### config.mk
export PLATFORM = sky130hd
export DESIGN_NAME = multi_button_debouncer
export DESIGN_NICKNAME = d
export VERILOG_FILES = /design/src/rtl/core/mbd_pkg.sv /design/src/rtl/core/mbd_lane.sv /design/src/rtl/core/mbd_merge.sv /design/src/rtl/core/multi_button_debouncer.sv
export SDC_FILE = /design/constraint.sdc
export NUM_CORES = 1
export LEC_CHECK = 0
export BUFFER_PORTS_ARGS = -buffer_cell sky130_fd_sc_hd__buf_4
export CAP_MARGIN = 20
export CORE_UTILIZATION = 63
export DETAILED_ROUTE_END_ITERATION = 16
export GPL_TIMING_DRIVEN = 0
export MAX_ROUTING_LAYER = met4
export PLACE_DENSITY = 0.84
export SLEW_MARGIN = 20
export SYNTH_ARGS = -nofsm -noshare
export SYNTH_HDL_FRONTEND = slang
export SYNTH_SLANG_ARGS = --single-unit
### constraint.sdc
create_clock -name clk -period 4.9 [get_ports clk]
set_clock_uncertainty 0.05 [all_clocks]
set_input_delay 0.245 -clock clk [delete_from_list [all_inputs] [get_ports clk]]
set_output_delay 0.245 -clock clk [all_outputs]
set_load 0.02 [all_outputs]
### src/rtl/core/mbd_pkg.sv
// Shared types and constants for the multi-button debouncer.
// Standalone package; every other file in rtl/core imports it.
package mbd_pkg;

  // Default button count and the width of the pin and mask fields
  localparam int NUM_BUTTONS_DEF = 8;
  localparam int FIELD_LANES     = 8;

  // Request codes carried in req_type
  localparam logic [1:0] REQ_EDGE = 2'd0;
  localparam logic [1:0] REQ_TICK = 2'd1;
  localparam logic [1:0] REQ_READ = 2'd2;

  // Configuration register indexes
  localparam logic [1:0] CFG_ACTIVE  = 2'd0;
  localparam logic [1:0] CFG_PRESS   = 2'd1;
  localparam logic [1:0] CFG_RELEASE = 2'd2;

  // Configuration reset values
  localparam logic [3:0]  ACTIVE_RST  = 4'd1;
  localparam logic [15:0] PRESS_RST   = 16'd20;
  localparam logic [15:0] RELEASE_RST = 16'd100;

  typedef enum logic [2:0] {
    ST_UP        = 3'b001,
    ST_DOWN      = 3'b010,
    ST_UNCERTAIN = 3'b100
  } btn_state_t;

  typedef struct packed {
    logic [1:0] req_type;
    logic [2:0] button_index;
    logic [7:0] pin_levels;
  } in_item_t;

  typedef struct packed {
    logic       handled;
    logic       read_ok;
    logic [7:0] pressed_mask;
    logic       event_pending;
  } out_item_t;

  // Per-lane strobes from the top level
  typedef struct packed {
    logic edge_hit;
    logic tick;
    logic pin_low;
  } lane_ctl_t;

  // Per-lane findings for the merge stage
  typedef struct packed {
    logic is_down;
    logic press;
  } lane_stat_t;

  // Transaction control for the merge stage
  typedef struct packed {
    logic       accept;
    logic [1:0] req_type;
    logic [2:0] button_index;
  } merge_ctl_t;

endpackage

### src/rtl/core/mbd_lane.sv
// One button lane: debounce state, countdown timer and armed flag.
// Depends on mbd_pkg.
module mbd_lane (
  input  logic               clk,
  input  logic               rst_n,
  input  mbd_pkg::lane_ctl_t ctl,
  input  logic [15:0]        press_dly,
  input  logic [15:0]        rel_dly,
  output mbd_pkg::lane_stat_t stat
);
  import mbd_pkg::*;

  btn_state_t  st_r, st_nxt;
  logic [15:0] cnt_r, cnt_nxt;
  logic        armed_r, armed_nxt;
  logic [15:0] dec;
  logic        press;

  always_comb begin
    st_nxt    = st_r;
    cnt_nxt   = cnt_r;
    armed_nxt = armed_r;
    press     = 1'b0;
    dec       = (cnt_r != 16'd0) ? (cnt_r - 16'd1) : cnt_r;
    if (ctl.edge_hit) begin
      if (st_r == ST_UP) begin
        st_nxt    = ST_UNCERTAIN;
        cnt_nxt   = press_dly;
        armed_nxt = 1'b1;
      end
    end else if (ctl.tick && armed_r) begin
      cnt_nxt = dec;
      if (dec == 16'd0) begin
        armed_nxt = 1'b0;
        if (ctl.pin_low) begin
          // still held: confirm a pending press, re-arm for the next sample
          if (st_r == ST_UNCERTAIN) begin
            st_nxt = ST_DOWN;
            press  = 1'b1;
          end
          cnt_nxt   = rel_dly;
          armed_nxt = 1'b1;
        end else begin
          st_nxt = ST_UP;
        end
      end
    end
  end

  always_ff @(posedge clk) begin
    if (!rst_n) begin
      st_r    <= ST_UP;
      cnt_r   <= '0;
      armed_r <= 1'b0;
    end else begin
      st_r    <= st_nxt;
      cnt_r   <= cnt_nxt;
      armed_r <= armed_nxt;
    end
  end

  assign stat.is_down = (st_r == ST_DOWN);
  assign stat.press   = press;

endmodule

### src/rtl/core/mbd_merge.sv
// Merge stage: pending-event flag, pressed mask and result fields.
// Depends on mbd_pkg; fed by the mbd_lane instances.
module mbd_merge #(
  parameter int LANES = mbd_pkg::FIELD_LANES
) (
  input  logic                 clk,
  input  logic                 rst_n,
  input  mbd_pkg::merge_ctl_t  ctl,
  input  logic [3:0]           active_buttons,
  input  logic [LANES-1:0]     down_vec,
  input  logic [LANES-1:0]     press_vec,
  output mbd_pkg::out_item_t   result
);
  import mbd_pkg::*;

  logic       flag_r, flag_nxt;
  logic [7:0] mask;
  logic       idx_ok;

  always_comb begin
    mask = '0;
    for (int i = 0; i < LANES; i++) begin
      mask[i] = down_vec[i] && (active_buttons > 4'(i));
    end
  end

  assign idx_ok = ({1'b0, ctl.button_index} < active_buttons) &&
                  (int'(ctl.button_index) < LANES);

  always_comb begin
    flag_nxt            = flag_r;
    result.handled      = 1'b0;
    result.read_ok      = 1'b0;
    result.pressed_mask = '0;
    case (ctl.req_type)
      REQ_EDGE: begin
        result.handled = idx_ok;
      end
      REQ_TICK: begin
        if (ctl.accept && (|press_vec)) flag_nxt = 1'b1;
      end
      REQ_READ: begin
        if (flag_r) begin
          result.read_ok      = 1'b1;
          result.pressed_mask = mask;
          if (ctl.accept) flag_nxt = 1'b0;
        end
      end
      default: begin
      end
    endcase
    result.event_pending = flag_nxt;
  end

  always_ff @(posedge clk) begin
    if (!rst_n) begin
      flag_r <= 1'b0;
    end else begin
      flag_r <= flag_nxt;
    end
  end

endmodule

### src/rtl/core/multi_button_debouncer.sv
// Multi-button debouncer top level: config registers, button lanes, merge, output register.
// Depends on mbd_pkg, mbd_lane and mbd_merge.
//
// Usage:
//   Input channel (in_valid / in_stall / in_data) carries one request per transaction:
//   an edge event on one button, a timer tick that advances every armed timer, or a
//   status read that, with an event pending, clears the flag and returns the pressed mask.
//   Output channel (out_valid / out_stall / out_data) returns exactly one result per
//   request, in order. Config channel (cfg_valid / cfg_ready / cfg_index / cfg_data)
//   writes active_buttons, press_delay_ticks or release_delay_ticks; write only while
//   no request is in flight. cfg_ready is always high; unknown indexes are dropped.
// Timing:
//   Each request is handled by the per-button lanes working side by side, and its result
//   appears in the output register the next cycle. While out_stall is low, one request
//   per cycle is sustained; the single lane update and the merge stage fix that.
// Reset (rst_n low, synchronous): all buttons up, timers idle, pending flag clear,
//   registers back to 1 / 20 / 100, output register empty.
// Stall: while a result waits under out_stall, in_stall is raised; a result taken in
//   the same cycle frees the register for the next request.
module multi_button_debouncer #(
  parameter int NUM_BUTTONS = mbd_pkg::NUM_BUTTONS_DEF
) (
  input  logic               clk,
  input  logic               rst_n,
  input  logic               in_valid,
  output logic               in_stall,
  input  mbd_pkg::in_item_t  in_data,
  output logic               out_valid,
  input  logic               out_stall,
  output mbd_pkg::out_item_t out_data,
  input  logic               cfg_valid,
  output logic               cfg_ready,
  input  logic [1:0]         cfg_index,
  input  logic [15:0]        cfg_data
);
  import mbd_pkg::*;

  // Only the lanes that fit in the pin and mask fields hold state
  localparam int LANES = (NUM_BUTTONS < FIELD_LANES) ? NUM_BUTTONS : FIELD_LANES;

  logic [3:0]  active_r;
  logic [15:0] press_r, release_r;
  logic [15:0] press_dly, rel_dly;

  logic        accept;
  logic        cfg_wr;
  logic        out_valid_r;
  out_item_t   out_data_r;
  out_item_t   result;

  logic [LANES-1:0] down_vec, press_vec;
  merge_ctl_t       mctl;

  // Hold the input while a result waits and the receiver stalls
  assign in_stall = out_valid_r && out_stall;
  assign accept   = in_valid && !in_stall;

  // Config writes: always ready, unknown index dropped
  assign cfg_ready = 1'b1;
  assign cfg_wr    = cfg_valid && cfg_ready;

  always_ff @(posedge clk) begin
    if (!rst_n) begin
      active_r  <= ACTIVE_RST;
      press_r   <= PRESS_RST;
      release_r <= RELEASE_RST;
    end else if (cfg_wr) begin
      case (cfg_index)
        CFG_ACTIVE:  active_r  <= cfg_data[3:0];
        CFG_PRESS:   press_r   <= cfg_data;
        CFG_RELEASE: release_r <= cfg_data;
        default: begin
        end
      endcase
    end
  end

  // A zero delay acts as one tick
  assign press_dly = (press_r   == 16'd0) ? 16'd1 : press_r;
  assign rel_dly   = (release_r == 16'd0) ? 16'd1 : release_r;

  // Lanes: one per button, all updated by the same transaction
  for (genvar i = 0; i < LANES; i++) begin : g_lane
    lane_ctl_t  lctl;
    lane_stat_t lstat;

    assign lctl.edge_hit = accept && (in_data.req_type == REQ_EDGE) &&
                           (in_data.button_index == 3'(i)) && (active_r > 4'(i));
    assign lctl.tick     = accept && (in_data.req_type == REQ_TICK);
    assign lctl.pin_low  = ~in_data.pin_levels[i];

    mbd_lane u_lane (
      .clk       (clk),
      .rst_n     (rst_n),
      .ctl       (lctl),
      .press_dly (press_dly),
      .rel_dly   (rel_dly),
      .stat      (lstat)
    );

    assign down_vec[i]  = lstat.is_down;
    assign press_vec[i] = lstat.press;
  end

  // Merge lane findings into the result and the pending flag
  assign mctl.accept       = accept;
  assign mctl.req_type     = in_data.req_type;
  assign mctl.button_index = in_data.button_index;

  mbd_merge #(
    .LANES (LANES)
  ) u_merge (
    .clk            (clk),
    .rst_n          (rst_n),
    .ctl            (mctl),
    .active_buttons (active_r),
    .down_vec       (down_vec),
    .press_vec      (press_vec),
    .result         (result)
  );

  // Output register: load on accept, drop once taken
  always_ff @(posedge clk) begin
    if (!rst_n) begin
      out_valid_r <= 1'b0;
    end else if (accept) begin
      out_valid_r <= 1'b1;
    end else if (!out_stall) begin
      out_valid_r <= 1'b0;
    end
  end

  always_ff @(posedge clk) begin
    if (accept) begin
      out_data_r <= result;
    end
  end

  assign out_valid = out_valid_r;
  assign out_data  = out_data_r;

endmodule

[Word-level counts from Yosys, hierarchy flattened]
Cells that the tools add are included.
Cells by class
  add/subtract/negate cells: 8
  order comparisons: 9
  equal/unequal tests: 44
  mux-type cells: 185
  reduce and logical (&&, ||, !) cells: 112
Operator list (count)
  $mux W16: 50
  $logic_not A16 Y1: 10
  $mux W3: 48
  $reduce_bool A16 Y1: 8
  $sub A16 B1 Y16 const B: 8
  $mux W1: 85
  $logic_and A1 B1 Y1: 37
  $eq A3 B3 Y1 const B: 12
  $reduce_and A4 Y1: 8
  $reduce_bool A2 Y1: 16
  $eq A3 B2 Y1 const B: 10
  $eq A3 B1 Y1 const B: 9
  $reduce_and A2 Y1: 12
  $reduce_and A3 Y1: 8
  $reduce_bool A3 Y1: 8
  $ne A2 B1 Y1 const B: 9
  $gt A4 B3 Y1 const B: 4
  $mux W9: 1
  $gt A4 B1 Y1 const B: 2
  $gt A4 B2 Y1 const B: 2
  $reduce_or A8 Y1: 1
  $eq A2 B1 Y1 const B: 2
  $eq A2 B2 Y1 const B: 2
  $logic_not A2 Y1: 2
  4 further kinds: 4
Storage, ports and cells
  register bits after elaboration: 209
  bits of input ports: 36
  logic and storage cells: 391

[Depth between registers and ports, before layout]
Gate-level depths: netlist (run 1).
  word-level depth: 11
  depth in mapped cells: 14

[Cells and area by module]
A second synthesis (run 1) with hierarchy kept.
Unflattened totals
  cells, all modules: 2027
  area total of the unflattened synthesis: 16084.2 µm²
Modules (own cells, without submodules)
  mbd_lane: instances 8, cells an instance 217, area each 1704.1 µm²
  multi_button_debouncer: instances 1, cells an instance 245, area each 2144.6 µm²
  mbd_merge: instances 1, cells an instance 46, area each 306.5 µm²

[Worst setup path before layout (run 1)]
Ideal clock, no wire load.
  path type: register to register
  from: register g_lane[3].u_lane.cnt_r[0]
  to: register g_lane[3].u_lane.cnt_r[11]
  library setup time: 0.132 ns
  data arrival time: 3.010 ns
  required time: 4.718 ns
  setup slack: 1.708 ns
  stages on the path, launching flop included: 15
  path buffers: 4
  clock period less this slack: 3.192 ns
  path through: dfxtp_1 buf_6 inv_1 ha_1 or3b_1 buf_2 or4_4 buf_6 and4b_1 a211o_1 and4b_1 buf_6 a221o_1 nand2_1 a21oi_1
On the way
  word-level cells in the longest chain between the ends: 6
Ends and longest elaborated chain
  from (decl): line mbd_lane.sv:14  | logic [15:0] cnt_r, cnt_nxt;
  from (signal assigned): line mbd_lane.sv:57  | cnt_r <= cnt_nxt;
  $sub A16 B1 Y16 or $reduce_bool A16 Y1 (tied branches): line mbd_lane.sv:24  | dec = (cnt_r != 16'd0) ? (cnt_r - 16'd1) : cnt_r;
  $mux W16 (*): line mbd_lane.sv:24
  $logic_not A16 Y1 or $mux W16 (tied branches): line mbd_lane.sv:33, mbd_lane.sv:35
  $mux W16 (*): line mbd_lane.sv:33  | if (dec == 16'd0) begin
  $mux W16 (*): line mbd_lane.sv:31  | end else if (ctl.tick && armed_r) begin
  $mux W16 (*): line mbd_lane.sv:25  | if (ctl.edge_hit) begin
Every way passes the cells marked *; elsewhere a longest branch is shown, timed or not. The select of a mux whose other input is x is not followed.
A chain may end at the register's enable or synchronous reset.

[Worst setup path after layout (run 1)]
  from: register g_lane[7].u_lane.cnt_r[0]
  to: register g_lane[7].u_lane.cnt_r[12]
On the way
  word-level cells in the longest chain between the ends: 6
Ends and longest elaborated chain (line)
  from (decl): mbd_lane.sv:14
  from (signal assigned): mbd_lane.sv:57
  $sub A16 B1 Y16 or $reduce_bool A16 Y1 (tied branches): mbd_lane.sv:24
  $mux W16 (*): mbd_lane.sv:24
  $logic_not A16 Y1 or $mux W16 (tied branches): mbd_lane.sv:33, mbd_lane.sv:35
  $mux W16 (*): mbd_lane.sv:33
  $mux W16 (*): mbd_lane.sv:31
  $mux W16 (*): mbd_lane.sv:25
Marked as above.

==> results.yml, run 1 <==
outcome:
  outcome: "complete, no violations"
synth:
  syn_nets: 2028
  yosys.cell_types.count: 99
  syn-cell-area_um2: 14600
  synth-adder-area-share_pct: 1.12
  synth_edf_count: 11
  yosysSeqAreaShare_pct: 29.5
  syn_inst: 1979
  synth_area_leaders: "dfxtp_1, a21oi_1, nand2_1, nor3_1, nor2_1"
  synth_top_family_by_area: "simple AND/OR/NAND/NOR gates"
  synth_xor_area_share_pct: 2.35
  yosys.area.top_type: "dfxtp_1"
  synth.cells.most_frequent: "nand2_1, dfxtp_1, a21oi_1, nor2_1, nor3_1"
  synthMuxAreaShare_pct: 1.19
  synthArstFlopShare_pct: 0
  synth_seq_cells: 209
  synthFlopType: "dfxtp_1"
  synth_warnings: 0
  yosysMostFrequentCell: "nand2_1"
  yosysTopAreaCellShare_pct: 27.2
  synth_compound_area_share_pct: 27.0
  yosys.area_share.simple_pct: 33.0
  syn_avg_cell_area_um2: 7.36
floorplanning:
  fp.dieH_um: 154
  dieArea_um2: 23700
  boundaryPins: 50
  die_w_um: 154
  start_util_pct: 64.3
  rows: 55
  core_area_um2: 22600
power:
  switching_share_pct: 28.4
  cellLeakagePower_nw: 6.00
  irDropWorstVdd_mv: 0.234
  clkPwrFrac_pct: 43.7
  p_switching_mw: 1.13
  p_int_mw: 2.84
  p_total_mw: 3.97
  powerDensity_nw_per_um2: 244
  seq_power_share_pct: 44.0
  comb_power_share_pct: 12.4
sta:
  rsz0062_at_grt: "false"
  hold_viol: 0
  period_minus_slack_ns: 4.24
  hold_slack_ns: 0.0320
  setup_viol: 0
  max_freq_ghz: 0.236
  worstMarginPinSlew_ns: 1.31
  layout_setup_ws_ns: 0.657
  maxSlewViolCount: 0
  fin_crit_sh_pct: 86.6
  maxSlewHeadroom_pct: 12.9
  fin_tns_setup_ns: 0
critical_path:
  worstReg2RegEnd: "g_lane[7].u_lane.cnt_r[12]"
  endpoint: "g_lane[7].u_lane.cnt_r[12]"
  rrSetupSlack_ns: 0.66
  rr_startpoint: "g_lane[7].u_lane.cnt_r[0]"
  r2r_cells: 13
  crit_fanout: 10
  required_ns: 5.30
  worstPathArrival_ns: 4.65
  cp-end-kind: "flip-flop"
  startpoint: "g_lane[7].u_lane.cnt_r[0]"
  startpoint_type: "flip-flop"
  crit_type: "flip-flop to flip-flop"
clocking:
  cts.clk_slew.worst_paths_ns: 0.06
  htreeDepth: 1
  cts_buffers: 23
  clk_latency_ns: 0.53
  postCtsResizedCells: 0
  root_buffer: "clkbuf_16"
  cts_tree: "yes"
  cts_sinks: 209
  cts_buffer_depth: 3
  ctsHoldBuffers: 21
  cts_setup_buffers: 0
placed_design:
  post_dp_cell_area_um2: 15300
  place_congestion: 1.06
  dp.cells: 2312
  dp_hpwl_um: 38600
  pre_cts_slack_ns: 0.861
  portBuffers: 48
global_route:
  grt_pass1_wl_um: 88500
  antenna_found_initial: 2
  grt_pass1_vias: 15612
  grt_overflow: 0
  grt_max_degree: 18
  grt_usage_pct: 49.7
hold_path:
  hold_class: "primary input to flip-flop"
run:
  maxCapViolCount: 0
drt:
  vias: 17331
  post_drt_wl_per_cell_um: 24.7
  dr.first_iter.drc_count: 2652
  drcViolationCount: 0
  ant_nets: 0
  viasPerCell: 7.28
  drtPass1Iterations: 9
  wirelength_um: 58700
cells_and_area:
  finalNonFillerCells: 2379
  layout-drive-gt1-share_pct: 8.85
  syn_to_final_growth_pct: 11.5
  finalNetCount: 2123
  final_util_pct: 71.8
  nFillCells: 1877
  fin_area_um2: 16200
## worst max-delay path, cell delays in order, from the launching register on
cell and delay (ns):
dfxtp_1 0.30, clkbuf_1 0.19, inv_1 0.17, ha_1 0.34, or3b_2 0.54, nor4_1 0.48
mux2i_1 0.36, nand4_1 0.15, nor4_2 0.62, nor2b_1 0.20, buf_2 0.20, buf_4 0.23
o2111ai_1 0.15, a21oi_1 0.20
## logic make-up (layout without fill, tap and decap cells)
group / Yosys count / count (layout)
compound gates: 587 / 587
xor+xnor: 39 / 39
simple gates: 905 / 905
other cells: 1 / 4
mux: 17 / 17
buf+inv: 208 / 320
fa+ha+maj: 13 / 13
flops: 209 / 209
## flip-flops by register name, summed over array words and instances (netlist names)
signal / flops
u_merge.flag_r: 1
g_lane.u_lane.armed_r: 8
out_data: 11
release_r: 16
active_r: 4
press_r: 16
out_valid: 1
g_lane.u_lane.st_r: 24
g_lane.u_lane.cnt_r: 128
## cell type report
| type | count | area (um^2) | share of cell area [%] |
|---|---|---|---|
| diodes | 3 | 7.51 | 0.0462 |
| clock inverters | 12 | 100 | 0.616 |
| flip-flops and latches | 209 | 4290 | 26.4 |
| clock buffers | 30 | 632 | 3.89 |
| plain buffers | 160 | 684 | 4.21 |
| inverters | 48 | 180 | 1.11 |
| multi-input cells | 1562 | 9410 | 57.9 |
| well taps | 285 | 357 | 2.19 |
| repair buffers | 70 | 582 | 3.58 |
## placed cells by master (no fill, tap or decap), types with 29 or more instances in the layout
master and count:
inv_1 48, o211ai_1 33, nor3_1 128, buf_4 52, clkbuf_1 128, dfxtp_1 198
a211oi_1 29, or3_1 79, a31oi_1 36, nand2_1 212, nor2_1 156, nor4_1 68
nand3_1 60, a21oi_1 165, o21ai_0 99
## metal layers
metal | wire length, um | vias up | part of all wire [%] | track usage, %
met5 | 0 | - | 0 | -
met4 | 3780 | 0 | 6.4 | 27.3
met3 | 9350 | 305 | 16 | 15.5
met2 | 23800 | 1394 | 41 | 70.6
met1 | 21800 | 7966 | 37 | 62.4
li1 | - | 7666 | - | -
## worst min-delay path by stage
| stage | slack (ns) | to | startpoint | depth (start not counted) |
|---|---|---|---|---|
| 2_1_floorplan | 0.29 | g_lane[7].u_lane.armed_r | in_data[7] | 1 |
| 3_3_place_gp | 0.40 | press_r[0] | press_r[0] | 2 |
| 3_5_place_dp | 0.40 | press_r[0] | press_r[0] | 2 |
| 4_1_cts | 0.03 | g_lane[2].u_lane.st_r[0] | in_data[2] | 3 |
| 5_1_grt | 0.07 | g_lane[4].u_lane.st_r[1] | in_data[4] | 3 |
| 6_report | 0.03 | out_valid | out_stall | 3 |
## power groups by stage
stage / Sequential, mW / Combinational (mW) / Clock [mW]
after global routing: 1.75 / 0.500 / 1.78
after CTS: 1.74 / 0.457 / 1.72
after global placement: 1.78 / 0.435 / 0
after detailed placement: 1.78 / 0.441 / 0
final: 1.75 / 0.491 / 1.73
after floorplan: 1.78 / 0.253 / 0
Note: power is estimated with default switching activity, not from simulation.
==> run 2: changes to the inputs <==
--- a/config.mk
+++ b/config.mk
@@ -15,4 +15,5 @@
 export SLEW_MARGIN = 20
 export SYNTH_ARGS = -nofsm -noshare
 export SYNTH_HDL_FRONTEND = slang
+export SYNTH_HIERARCHICAL = 1
 export SYNTH_SLANG_ARGS = --single-unit
==> run 2 against run 1 <==
Net effect: first-iteration DRC count is 21% lower; area after synthesis is 10% higher; sequential power about the same; die area up 10%; wire length shrank 1.0%; cell count rose by 3.9%; total power up 7.8%; global-route usage decreased by 5.2 points; setup slack better by 0.14 ns; clock-buffer cell count increased by 1; hold slack better by 0.024 ns; sequential cell count unchanged.
==> results.yml, run 2 <==
floorplanning:
  die_w_um: 162
  dieArea_um2: 26200
  rows: 58
  boundaryPins: 50
  core_area_um2: 25100
  fp.dieH_um: 162
  start_util_pct: 64.1
clocking:
  cts_buffers: 24
  cts_tree: "yes"
  clk_latency_ns: 0.53
  cts.clk_slew.worst_paths_ns: 0.06
  root_buffer: "clkbuf_16"
  cts_setup_buffers: 0
  cts_buffer_depth: 3
  cts_sinks: 209
  htreeDepth: 1
critical_path:
  cp.buffers_inverters: 4
  slowest_delay_ns: 0.69
  startpoint: "in_valid"
  rr_startpoint: "out_valid"
  crit_family: "simple AND/OR/NAND/NOR gates"
  worstPathArrival_ns: 4.34
  startpoint_type: "primary input"
  cp-end-kind: "flip-flop"
  crit_fanout: 16
  crit_chain: "dlygate4sd3_1 -> buf_4 -> a21boi_4 -> nand4b_4 -> nor3_1 -> nand3b_1 -> nor4b_1 -> and4_1 -> buf_4 -> or4_4 -> nor3_2 -> nor2_1 -> buf_4"
  crit_type: "primary input to flip-flop"
  required_ns: 5.14
  crit_top_cell: "buf_4"
  critPathSlowestCell: "nor3_1"
global_route:
  grt_max_degree: 19
  antenna_found_initial: 4
  grt_pass1_wl_um: 88800
  grt_usage_pct: 44.5
  grt_overflow: 0
  grt_pass1_vias: 16260
synth:
  synth_xor_area_share_pct: 3.05
  synthFlopType: "dfxtp_1"
  synth-adder-area-share_pct: 1.63
  yosysTopAreaCellShare_pct: 24.6
  yosys.area.top_type: "dfxtp_1"
  syn_inst: 2027
  yosysSeqAreaShare_pct: 26.7
  syn-cell-area_um2: 16100
  yosysMostFrequentCell: "dfxtp_1"
  syn_avg_cell_area_um2: 7.93
  synthMuxAreaShare_pct: 0.747
  synth_warnings: 6
  synth_top_family_by_area: "simple AND/OR/NAND/NOR gates"
  synth_compound_area_share_pct: 22.7
  syn_nets: 2084
  synth_seq_cells: 209
  synth_edf_count: 11
  synth_area_leaders: "dfxtp_1, nand3b_1, o211ai_1, nand4_1, a31oi_1"
  synth.cells.most_frequent: "dfxtp_1, nand4_1, nand2_1, nand3b_1, o211ai_1"
  yosys.cell_types.count: 65
  synthArstFlopShare_pct: 0
  yosys.area_share.simple_pct: 36.2
cells_and_area:
  top_regs: "g_lane.u_lane/cnt_r: 128 flops, g_lane.u_lane/st_r: 24 flops"
  top_register: "g_lane.u_lane/cnt_r"
  largest_reg_flops: 128
  layout-drive-gt1-share_pct: 12.8
  nFillCells: 2035
  final_util_pct: 71.2
  syn_to_final_growth_pct: 11.2
  final_cell_mix: "dfxtp_1, nand4_1, nand2_1"
  final_common_cell: "dfxtp_1"
  finalNetCount: 2175
drt:
  viasPerCell: 7.09
  ant_nets: 0
  vias: 17520
  drcViolationCount: 0
  wirelength_um: 58100
  post_drt_wl_per_cell_um: 23.5
  drtPass1Iterations: 6
  dr.first_iter.drc_count: 2089
sta:
  maxSlewViolCount: 0
  period_minus_slack_ns: 4.10
  fin_tns_setup_ns: 0
  max_freq_ghz: 0.244
  setup_viol: 0
  hold_slack_ns: 0.0560
  worstMarginPinSlew_ns: 1.30
  maxSlewHeadroom_pct: 13.2
  fin_crit_sh_pct: 83.8
  rsz0062_at_grt: "false"
  hold_viol: 0
run:
  maxCapViolCount: 0
hold_path:
  hold_class: "primary input to flip-flop"
  hp-start: "cfg_index[0]"
power:
  powerDensity_nw_per_um2: 239
  cellLeakagePower_nw: 6.63
  irDropWorstVdd_mv: 0.274
placed_design:
  place_congestion: 1.02
  portBuffers: 48
  dp_hpwl_um: 38600
outcome:
  outcome: "complete, no violations"
-- run 2: cell types whose count changed after synthesis, moves of 28 or more --
cell and delta:
nand3b_1 +131, nand4_1 +122, nor3_1 -97, o211ai_1 +97, a21oi_1 -80, nand2_1 -69, or3_1 -63, a31oi_1 +55
inv_1 +50, buf_4 +32, nor2_1 -30, buf_6 +28, clkbuf_1 -28
-- run 2: area by class of cell --
type	instances	area [um^2]	area share (%)
well taps	330	413	2.31
multi-input cells	1540	10300	57.8
inverters	98	368	2.06
flip-flops and latches	209	4290	24.0
clock inverters	12	175	0.979
plain buffers	180	1080	6.04
diodes	6	15.0	0.0839
clock buffers	31	668	3.74
repair buffers	65	531	2.97
-- run 2: final timing paths --
check                     end  slack [ns]  depth (start not counted)
setup reg to reg  out_data[0]        0.81                         11
hold / removal    active_r[0]        0.06                          3
hold reg to reg    press_r[0]        0.42                          2
setup / recovery  out_data[0]        0.80                         13
-- run 2: worst register-to-register path, stage by stage, from the launching register on --
cell and delay (ns):
dfxtp_1 0.35, a21boi_4 0.67, nand4b_4 0.21, nor3_1 0.69
nand3b_1 0.42, nor4b_1 0.12, and4_1 0.22, buf_4 0.14
or4_4 0.56, nor3_2 0.20, nor2_1 0.08, buf_4 0.13
-- run 2: metal layers --
metal,up-vias,GRT usage [%],part of all wire (%)
li1,7911,-,-
met1,8155,57.0,38
met2,1199,61.7,41
met3,255,12.2,15
met4,0,27.3,6.4
met5,-,-,0
-- run 2: power breakdown --
group          switching (mW)  internal [mW]  total (mW)
Combinational           0.380          0.213       0.593
Sequential             0.0214           1.73        1.75
Clock                   0.756           1.17        1.93
Total                    1.16           3.12        4.28
-- run 2: cell families after synthesis --
group                    Yosys count
AND/OR/NAND/NOR                  920
AO/OA/AOI/OAI                    531
buffers and inverters            278
flip-flops                       209
XOR/XNOR                          56
adder cells (fa/ha/maj)           21
multiplexers                      11
other                              1
-- run 2: through the flow --
step	std cells	total power, mW	worst slack [ns]	area (um^2)
6_report	2471	4.28	0.796	17900
5_1_grt	2467	4.37	0.588	17900
4_1_cts	2465	4.25	0.939	17900
3_5_place_dp	2405	2.34	0.940	16900
3_3_place_gp	2405	2.33	0.980	16900
2_1_floorplan	2027	2.15	1.49	16100
-- run 2: what timing repair did --
item                      in CTS  in global routing
hold buffers                  17                  0
hold endpoints to repair      37                  0
resized for setup              0                  0
